**config.mk**
```make
export PLATFORM = sky130hd
export DESIGN_NAME = hunk_executable_validator_top
export DESIGN_NICKNAME = d
export VERILOG_FILES = /design/src/rtl/hev_pkg.sv /design/src/rtl/hunk_executable_validator_top.sv /design/src/rtl/hev_in_reg.sv /design/src/rtl/hev_parse.sv /design/src/rtl/hev_out_reg.sv
export SDC_FILE = /design/constraint.sdc
export NUM_CORES = 2
export LEC_CHECK = 0
export BUFFER_PORTS_ARGS = -buffer_cell sky130_fd_sc_hd__buf_2
export CAP_MARGIN = 0
export CORE_MARGIN = 2
export CORE_UTILIZATION = 46
export CTS_BUF_LIST = sky130_fd_sc_hd__clkbuf_4 sky130_fd_sc_hd__clkbuf_8 sky130_fd_sc_hd__clkbuf_16
export CTS_CLUSTER_SIZE = 40
export DETAILED_ROUTE_END_ITERATION = 12
export GPL_TIMING_DRIVEN = 0
export HOLD_SLACK_MARGIN = 0.1
export PLACE_DENSITY = 0.66
export SETUP_SLACK_MARGIN = 0.15
export SYNTH_ARGS = -nofsm -noshare
export SYNTH_HDL_FRONTEND = slang
export SYNTH_SLANG_ARGS = --single-unit
```
**constraint.sdc**
```tcl
create_clock -name clk_i -period 8.4 [get_ports clk_i]
set_clock_uncertainty 0.15 [all_clocks]
set_input_delay 0.84 -clock clk_i [delete_from_list [all_inputs] [get_ports clk_i]]
set_output_delay 0.84 -clock clk_i [all_outputs]
set_load 0.02 [all_outputs]
```
**src/rtl/hev_pkg.sv**
```systemverilog
package hev_pkg;

  // width of the running byte offset and the recorded code offset and length
  localparam int unsigned OffsetBits = 32;

  typedef logic [OffsetBits-1:0] ofs_t;

  // block tags after the attribute bits are masked off; the header tag is the full word
  localparam logic [29:0] TagCode    = 30'h3E9;
  localparam logic [29:0] TagData    = 30'h3EA;
  localparam logic [29:0] TagBss     = 30'h3EB;
  localparam logic [29:0] TagReloc32 = 30'h3EC;
  localparam logic [29:0] TagSymbol  = 30'h3F0;
  localparam logic [29:0] TagEnd     = 30'h3F2;
  localparam logic [31:0] TagHeader  = 32'h0000_03F3;

  // stream widths
  localparam int unsigned InDataW  = 40;
  localparam int unsigned OutDataW = 224;

  typedef enum logic [3:0] {
    PH_MAGIC,
    PH_NAMELEN,
    PH_TSIZE,
    PH_FIRST,
    PH_LAST,
    PH_TAG,
    PH_PLEN,
    PH_BSSLEN,
    PH_RCOUNT,
    PH_RHUNK,
    PH_SNAME,
    PH_SVAL
  } phase_e;

  // one input beat
  typedef struct packed {
    logic        word_present;
    logic [31:0] word;
    logic        last_item;
    logic [1:0]  tail_bytes;
  } beat_t;

  // one result beat
  typedef struct packed {
    logic        valid_res;
    logic [31:0] hunks_declared;
    logic [31:0] code_hunks;
    logic [31:0] data_hunks;
    logic [31:0] bss_hunks;
    logic [29:0] reloc_entries;
    logic [31:0] code_offset;
    logic [31:0] code_bytes;
  } res_t;

endpackage

```
**src/rtl/hunk_executable_validator_top.sv**
```systemverilog
// hunk executable validator
// input stream: one beat per big-endian longword of the file; tlast marks
// the end of the file (a beat with word_present low may carry only the end
// and the count of trailing bytes). output stream: one result beat per file,
// sent after the beat with tlast, holding the verdict and the counts.
// the input register holds each beat taken until the parse step moves it
// on; for the last beat the result is then written into the output
// register and shows on the master side from there.
// throughput: one beat per cycle while no last beat waits for the result
// slot, set by the single parse step from the input register to the state
// and result registers. when the receiver stalls the result waits in the
// output register; word beats keep flowing, and the next last beat waits
// in the input register with tready low until the result slot is free.
// reset clears the parser to the expect-magic phase and empties both
// registers; after every file the parser returns to that phase by itself.
module hunk_executable_validator_top (
  input  logic                          clk_i,
  input  logic                          rst_ni,
  input  logic                          s_axis_tvalid,
  output logic                          s_axis_tready,
  // [31:0] word, [33:32] tail_bytes, [39:34] zero
  input  logic [hev_pkg::InDataW-1:0]   s_axis_tdata,
  // word_present
  input  logic                          s_axis_tuser,
  // last_item
  input  logic                          s_axis_tlast,
  output logic                          m_axis_tvalid,
  input  logic                          m_axis_tready,
  // [0] valid_res, [32:1] hunks_declared, [64:33] code_hunks,
  // [96:65] data_hunks, [128:97] bss_hunks, [158:129] reloc_entries,
  // [190:159] code_offset, [222:191] code_bytes, [223] zero
  output logic [hev_pkg::OutDataW-1:0]  m_axis_tdata
);
  import hev_pkg::*;

  beat_t in_beat;
  beat_t held_beat;
  logic  held_valid;
  logic  advance;
  logic  out_free;
  logic  load;
  res_t  parse_res;
  res_t  out_res;

  // unpack the input beat
  always_comb begin
    in_beat.word_present = s_axis_tuser;
    in_beat.word         = s_axis_tdata[31:0];
    in_beat.last_item    = s_axis_tlast;
    in_beat.tail_bytes   = s_axis_tdata[33:32];
  end

  // a held beat moves on unless it ends a file and the result slot is busy
  assign advance = held_valid && (!held_beat.last_item || out_free);
  assign load    = advance && held_beat.last_item;

  hev_in_reg u_in_reg (
    .clk_i     (clk_i),
    .rst_ni    (rst_ni),
    .valid_i   (s_axis_tvalid),
    .ready_o   (s_axis_tready),
    .beat_i    (in_beat),
    .advance_i (advance),
    .valid_o   (held_valid),
    .beat_o    (held_beat)
  );

  hev_parse u_parse (
    .clk_i  (clk_i),
    .rst_ni (rst_ni),
    .go_i   (advance),
    .beat_i (held_beat),
    .res_o  (parse_res)
  );

  hev_out_reg u_out_reg (
    .clk_i   (clk_i),
    .rst_ni  (rst_ni),
    .load_i  (load),
    .res_i   (parse_res),
    .free_o  (out_free),
    .valid_o (m_axis_tvalid),
    .ready_i (m_axis_tready),
    .res_o   (out_res)
  );

  // pack the result beat
  assign m_axis_tdata = {1'b0,
                         out_res.code_bytes,
                         out_res.code_offset,
                         out_res.reloc_entries,
                         out_res.bss_hunks,
                         out_res.data_hunks,
                         out_res.code_hunks,
                         out_res.hunks_declared,
                         out_res.valid_res};

endmodule

```
**src/rtl/hev_in_reg.sv**
```systemverilog
module hev_in_reg (
  input  logic          clk_i,
  input  logic          rst_ni,
  input  logic          valid_i,
  output logic          ready_o,
  input  hev_pkg::beat_t beat_i,
  input  logic          advance_i,
  output logic          valid_o,
  output hev_pkg::beat_t beat_o
);
  import hev_pkg::*;

  logic  valid_q, valid_d;
  beat_t beat_q;

  // room when empty or when the held beat moves on this cycle
  assign ready_o = !valid_q || advance_i;
  assign valid_d = (valid_i && ready_o) || (valid_q && !advance_i);

  always_ff @(posedge clk_i or negedge rst_ni) begin
    if (!rst_ni) begin
      valid_q <= 1'b0;
    end else begin
      valid_q <= valid_d;
    end
  end

  // payload, no reset
  always_ff @(posedge clk_i) begin
    if (valid_i && ready_o) begin
      beat_q <= beat_i;
    end
  end

  assign valid_o = valid_q;
  assign beat_o  = beat_q;

endmodule

```
**src/rtl/hev_parse.sv**
```systemverilog
module hev_parse (
  input  logic           clk_i,
  input  logic           rst_ni,
  input  logic           go_i,
  input  hev_pkg::beat_t beat_i,
  output hev_pkg::res_t  res_o
);
  import hev_pkg::*;

  phase_e      phase_q, phase_d;
  logic [31:0] skip_left_q, skip_left_d;
  ofs_t        word_offset_q, word_offset_d;
  logic [31:0] table_size_q, table_size_d;
  logic [31:0] first_index_q, first_index_d;
  logic [31:0] ends_seen_q, ends_seen_d;
  logic [31:0] payloads_seen_q, payloads_seen_d;
  logic        hunk_open_q, hunk_open_d;
  logic        is_code_q, is_code_d;
  logic [31:0] code_total_q, code_total_d;
  logic [31:0] data_total_q, data_total_d;
  logic [31:0] bss_total_q, bss_total_d;
  logic [29:0] reloc_total_q, reloc_total_d;
  ofs_t        first_code_at_q, first_code_at_d;
  ofs_t        first_code_len_q, first_code_len_d;
  logic        failed_q, failed_d;

  logic [29:0] tag;
  logic [32:0] span;
  logic        ok;
  logic        file_end;

  assign tag      = beat_i.word[29:0];
  assign span     = {1'b0, beat_i.word} - {1'b0, first_index_q} + 33'd1;
  assign file_end = go_i && beat_i.last_item;

  // next state for one word
  always_comb begin
    phase_d          = phase_q;
    skip_left_d      = skip_left_q;
    word_offset_d    = word_offset_q;
    table_size_d     = table_size_q;
    first_index_d    = first_index_q;
    ends_seen_d      = ends_seen_q;
    payloads_seen_d  = payloads_seen_q;
    hunk_open_d      = hunk_open_q;
    is_code_d        = is_code_q;
    code_total_d     = code_total_q;
    data_total_d     = data_total_q;
    bss_total_d      = bss_total_q;
    reloc_total_d    = reloc_total_q;
    first_code_at_d  = first_code_at_q;
    first_code_len_d = first_code_len_q;
    failed_d         = failed_q;
    if (go_i && beat_i.word_present) begin
      word_offset_d = word_offset_q + ofs_t'(4);
      if (!failed_q) begin
        if (skip_left_q != 32'd0) begin
          skip_left_d = skip_left_q - 32'd1;
        end else begin
          unique case (phase_q)
            PH_MAGIC: begin
              if (beat_i.word != TagHeader) failed_d = 1'b1;
              else phase_d = PH_NAMELEN;
            end
            PH_NAMELEN: begin
              if (beat_i.word == 32'd0) phase_d = PH_TSIZE;
              else skip_left_d = beat_i.word;
            end
            PH_TSIZE: begin
              table_size_d = beat_i.word;
              phase_d      = PH_FIRST;
            end
            PH_FIRST: begin
              first_index_d = beat_i.word;
              phase_d       = PH_LAST;
            end
            PH_LAST: begin
              if (first_index_q > beat_i.word || table_size_q == 32'd0 ||
                  span != {1'b0, table_size_q}) begin
                failed_d = 1'b1;
              end else begin
                skip_left_d = table_size_q;
                phase_d     = PH_TAG;
              end
            end
            PH_TAG: begin
              unique case (tag) inside
                TagEnd: begin
                  if (!hunk_open_q || ends_seen_q >= table_size_q) begin
                    failed_d = 1'b1;
                  end else begin
                    hunk_open_d = 1'b0;
                    ends_seen_d = ends_seen_q + 32'd1;
                  end
                end
                TagCode, TagData: begin
                  if (hunk_open_q) begin
                    failed_d = 1'b1;
                  end else begin
                    is_code_d = (tag == TagCode);
                    phase_d   = PH_PLEN;
                  end
                end
                TagBss: begin
                  if (hunk_open_q) failed_d = 1'b1;
                  else phase_d = PH_BSSLEN;
                end
                TagReloc32: begin
                  if (!hunk_open_q) failed_d = 1'b1;
                  else phase_d = PH_RCOUNT;
                end
                TagSymbol: begin
                  if (!hunk_open_q) failed_d = 1'b1;
                  else phase_d = PH_SNAME;
                end
                default: failed_d = 1'b1;
              endcase
            end
            PH_PLEN: begin
              if (payloads_seen_q >= table_size_q) begin
                failed_d = 1'b1;
              end else begin
                payloads_seen_d = payloads_seen_q + 32'd1;
                if (is_code_q) begin
                  if (code_total_q == 32'd0) begin
                    first_code_at_d  = word_offset_q + ofs_t'(4);
                    first_code_len_d = ofs_t'({beat_i.word, 2'b00});
                  end
                  code_total_d = code_total_q + 32'd1;
                end else begin
                  data_total_d = data_total_q + 32'd1;
                end
                skip_left_d = beat_i.word;
                hunk_open_d = 1'b1;
                phase_d     = PH_TAG;
              end
            end
            PH_BSSLEN: begin
              if (payloads_seen_q >= table_size_q) begin
                failed_d = 1'b1;
              end else begin
                payloads_seen_d = payloads_seen_q + 32'd1;
                bss_total_d     = bss_total_q + 32'd1;
                hunk_open_d     = 1'b1;
                phase_d         = PH_TAG;
              end
            end
            PH_RCOUNT: begin
              if (beat_i.word == 32'd0) begin
                phase_d = PH_TAG;
              end else begin
                reloc_total_d = reloc_total_q + beat_i.word[29:0];
                // the hunk number and the offsets follow, one word more than the count
                skip_left_d   = beat_i.word;
                phase_d       = PH_RHUNK;
              end
            end
            PH_RHUNK: phase_d = PH_RCOUNT;
            PH_SNAME: begin
              if (beat_i.word == 32'd0) begin
                phase_d = PH_TAG;
              end else begin
                skip_left_d = beat_i.word;
                phase_d     = PH_SVAL;
              end
            end
            PH_SVAL: phase_d = PH_SNAME;
            default: failed_d = 1'b1;
          endcase
        end
      end
    end
  end

  // final verdict from the state after this word
  assign ok = !failed_d && beat_i.tail_bytes == 2'd0 && skip_left_d == 32'd0 &&
              phase_d == PH_TAG && !hunk_open_d && table_size_d != 32'd0 &&
              ends_seen_d == table_size_d && payloads_seen_d == table_size_d;

  always_comb begin
    res_o.valid_res      = ok;
    res_o.hunks_declared = table_size_d;
    res_o.code_hunks     = code_total_d;
    res_o.data_hunks     = data_total_d;
    res_o.bss_hunks      = bss_total_d;
    res_o.reloc_entries  = reloc_total_d;
    res_o.code_offset    = 32'(first_code_at_d);
    res_o.code_bytes     = 32'(first_code_len_d);
  end

  // state registers, back to the start after the end of each file
  always_ff @(posedge clk_i or negedge rst_ni) begin
    if (!rst_ni) begin
      phase_q          <= PH_MAGIC;
      skip_left_q      <= '0;
      word_offset_q    <= '0;
      table_size_q     <= '0;
      first_index_q    <= '0;
      ends_seen_q      <= '0;
      payloads_seen_q  <= '0;
      hunk_open_q      <= 1'b0;
      is_code_q        <= 1'b0;
      code_total_q     <= '0;
      data_total_q     <= '0;
      bss_total_q      <= '0;
      reloc_total_q    <= '0;
      first_code_at_q  <= '0;
      first_code_len_q <= '0;
      failed_q         <= 1'b0;
    end else if (file_end) begin
      phase_q          <= PH_MAGIC;
      skip_left_q      <= '0;
      word_offset_q    <= '0;
      table_size_q     <= '0;
      first_index_q    <= '0;
      ends_seen_q      <= '0;
      payloads_seen_q  <= '0;
      hunk_open_q      <= 1'b0;
      is_code_q        <= 1'b0;
      code_total_q     <= '0;
      data_total_q     <= '0;
      bss_total_q      <= '0;
      reloc_total_q    <= '0;
      first_code_at_q  <= '0;
      first_code_len_q <= '0;
      failed_q         <= 1'b0;
    end else begin
      phase_q          <= phase_d;
      skip_left_q      <= skip_left_d;
      word_offset_q    <= word_offset_d;
      table_size_q     <= table_size_d;
      first_index_q    <= first_index_d;
      ends_seen_q      <= ends_seen_d;
      payloads_seen_q  <= payloads_seen_d;
      hunk_open_q      <= hunk_open_d;
      is_code_q        <= is_code_d;
      code_total_q     <= code_total_d;
      data_total_q     <= data_total_d;
      bss_total_q      <= bss_total_d;
      reloc_total_q    <= reloc_total_d;
      first_code_at_q  <= first_code_at_d;
      first_code_len_q <= first_code_len_d;
      failed_q         <= failed_d;
    end
  end

endmodule

```
**src/rtl/hev_out_reg.sv**
```systemverilog
module hev_out_reg (
  input  logic          clk_i,
  input  logic          rst_ni,
  input  logic          load_i,
  input  hev_pkg::res_t res_i,
  output logic          free_o,
  output logic          valid_o,
  input  logic          ready_i,
  output hev_pkg::res_t res_o
);
  import hev_pkg::*;

  logic valid_q, valid_d;
  res_t res_q;

  // slot is free when empty or drained this cycle
  assign free_o  = !valid_q || ready_i;
  assign valid_d = load_i || (valid_q && !ready_i);

  always_ff @(posedge clk_i or negedge rst_ni) begin
    if (!rst_ni) begin
      valid_q <= 1'b0;
    end else begin
      valid_q <= valid_d;
    end
  end

  always_ff @(posedge clk_i) begin
    if (load_i) begin
      res_q <= res_i;
    end
  end

  assign valid_o = valid_q;
  assign res_o   = res_q;

endmodule

```
==> out/results.ini <==
[global_routing]
grt_pass1_wl_um=201000
grt_max_degree=115
overflow=0
grt_antenna_before_repair=6
grtUsageTotal_pct=32.8
grt_pass1_vias=30329

[placement]
port_buffers=264
place_area_um2=40100
dp_hpwl_um=104000
gp_congestion=1.02
dpl.cell_count=5109
pre_cts_slack_ns=0.388

[sta]
tightest_slew_ns=1.50
hold_violations=0
slew_headroom_pct=0.0711
post-route-min-period_ns=8.16
rsz0062_at_grt=no
finalCritPeriodShare_pct=97.1
fmax_ghz=0.123
final-setup-viol-count=0
report.final.slew_viol_count=0
setup_slack_ns=0.241

[routing]
vias=31926
wire_per_inst_um=26.4
drc_errors=0
via_per_inst=6.08
wl_um=139000
ant_nets=0
drtPass1Iterations=7
first_iter_violations=3337

[synth]
synthArstFlopShare_pct=60.0
postSynthCellCount=3778
synth_area_um2=37300
synthFlopType=dfrtp_1
ys_seq_elements=648
yosysWarnings=0
yosysTopAreaCell=dfrtp_1
synth_edf_count=259
synth_top_area_share_pct=26.1
avgSynthCellArea_um2=9.87
synth_nets=4020
yosys.cell_types.count=106
synthTopCellsByArea=dfrtp_1, edfxtp_1, ha_1
yosysSeqAreaShare_pct=46.9

[floorplan]
start_util_pct=46.4
row_count=104
die_w_um=289
io_pins=272
dieArea_um2=83400
die_h_um=289
core_area_um2=80400

[status]
violations=max-capacitance violations
outcome=complete, but fails checks

[flow_run]
cap_violations=1

[clock_tree]
cts.path.max_buffers=3
clock_sink_count=648
cts-buffers-inserted=73
root_buffer=clkbuf_16
tritoncts=yes
clk_latency_ns=0.66
cts_htree_levels=3
clkTransAtPathRegs_ns=0.06

[final_layout]
mostFrequentLayoutCell=dfrtp_1
fin_nets=4370
stdcell_count=5251
final_cell_mix=dfrtp_1, nor2_1, nand2_1
syn_to_final_growth_pct=15.0
drive_gt1_share_pct=12.5
final_area_um2=42900
n_fill_cell=7309

[critical_path]
start_kind=register
end_kind=register
critical_path_class=reg -> reg
crit_arrival_ns=8.44
cp_max_fo=8
crit_required_ns=8.69

[power]
leakage_nw=18.5
peakVddDrop_mv=0.147
cellPowerDensity_nw_per_um2=216
power.total_w=0.00929

[hold_path]
hp-class=in -> reg

## path summary, 6_finish.rpt
kind / from / to / cells past startpoint / slack (ns)
setup reg to reg: u_in_reg.beat_o[10] / u_out_reg.res_o[222] / 17 / 0.24
hold reg to reg: u_parse.first_code_at_q[1] / u_parse.first_code_at_q[1] / 1 / 0.35
min in group asynchronous: rst_ni / u_parse.first_index_q[12] / 2 / 0.61
setup / recovery: u_in_reg.beat_o[10] / u_out_reg.res_o[222] / 17 / 0.24
hold / removal: s_axis_tdata[0] / u_in_reg.beat_o[3] / 1 / 0.22
max in group asynchronous: rst_ni / u_parse.bss_total_q[21] / 3 / 6.44
## state kept, by name, summed over array words and instances, names as in the netlist
signal                    count
u_out_reg.res_o             223
u_in_reg.beat_o              36
u_parse.bss_total_q          32
u_parse.code_total_q         32
u_parse.data_total_q         32
u_parse.ends_seen_q          32
u_parse.first_code_at_q      32
u_parse.first_code_len_q     32
u_parse.first_index_q        32
u_parse.payloads_seen_q      32
u_parse.skip_left_q          32
u_parse.table_size_q         32
u_parse.reloc_total_q        30
u_parse.word_offset_q        30
u_parse.phase_q               4
u_in_reg.valid_o              1
u_out_reg.valid_o             1
u_parse.failed_q              1
u_parse.hunk_open_q           1
u_parse.is_code_q             1
## routing by layer
metal  wire length [um]  GRT usage [%]  vias to the layer above  part of all wire (%)
met3              13800           7.53                      394                    10
met2              60500           49.6                     1574                    44
met5                 20              0                        -                 0.014
li1                   -              -                    14343                     -
met4               7770           16.4                        2                   5.6
met1              56400           44.2                    15613                    41
## area by class of cell
class / count / area, um^2 / area share, %
antenna: 2 / 5.00 / 0.0117
sequential: 648 / 17500 / 40.8
timing repair buffer: 275 / 1530 / 3.56
tap: 1060 / 1330 / 3.09
inverter: 166 / 623 / 1.45
clock buffer: 96 / 2070 / 4.82
clock inverter: 40 / 659 / 1.54
buffer: 155 / 664 / 1.55
multi-input combinational: 2809 / 18500 / 43.2
## per-stage QoR
step / hold WS, ns / setup TNS (ns) / utilization (%)
5_1_grt: 0.197 / 0 / 53.4
2_1_floorplan: 0.317 / 0 / -
4_1_cts: 0.185 / 0 / 53.3
3_5_place_dp: 0.339 / 0 / 49.9
6_report: 0.216 / 0 / 53.4
3_3_place_gp: 0.334 / -1701.48 / 49.7
## worst max-delay path, cell delays in order, from the launching register on
cell      delay [ns]
edfxtp_1        0.97
inv_1           0.40
ha_1            0.48
ha_1            0.31
a21oi_2         0.26
o21ai_1         0.30
o31ai_1         0.67
a31o_2          0.33
a31oi_2         0.15
nor4_1          0.79
nor4b_1         0.14
nor4b_4         0.22
a31o_2          0.29
a221oi_1        1.07
nand4_1         0.47
nor4_1          0.38
nand4_1         0.15
nor4_2          0.39
## report_power, final
group          total (W)  leakage (nW)  internal, W  switching (W)
logic            0.00205          9.33     0.000611        0.00144
clock network    0.00359          1.35      0.00215        0.00145
registers        0.00364          7.81      0.00344       0.000205
## kinds of logic (layout without fill, tap and decap cells)
family	after synthesis	in the layout	synth area share, %
adder cells (fa/ha/maj)	198	198	6.69
AO/OA/AOI/OAI	770	770	13.4
flip-flops	648	648	46.9
buffers and inverters	321	732	3.42
AND/OR/NAND/NOR	1484	1484	20.9
XOR/XNOR	318	318	7.50
other	1	3	0.0101
multiplexers	38	38	1.10
## what timing repair did
item	4_1_cts	5_1_grt
hold buffers	1	0
gates resized for setup	0	1
buffers inserted	0	2
endpoints found under the hold margin	58	0
endpoints found under the setup margin	0	1
## cells in the mapped netlist (8+ instances only)
library cell and instances:
a211o_1 10, nor4b_1 10, dfrtp_1 389, nand4b_1 10
or2_2 13, nand2_1 309, o211ai_1 23, and2_1 236
a22o_1 35, buf_2 21, clkbuf_1 123, o31ai_1 11
a21o_1 39, o221ai_1 8, a211oi_1 26, o2111ai_1 12
o21a_1 24, a2111oi_0 13, nor4_1 55, nand2b_1 18
nand4_1 103, a22oi_1 14, a221oi_1 9, nor3_1 85
nor2b_1 10, edfxtp_1 259, xnor2_1 189, nor2_1 330
inv_1 165, a21oi_1 209, ha_1 193, a31oi_1 25
o22ai_1 17, and3_1 70, mux2_2 24, o21ai_0 191
xor2_1 128, or4_1 10, and4_1 22, or3_1 36
nand3_1 118, mux2i_1 14
Note: power is estimated with default switching activity, not from simulation.
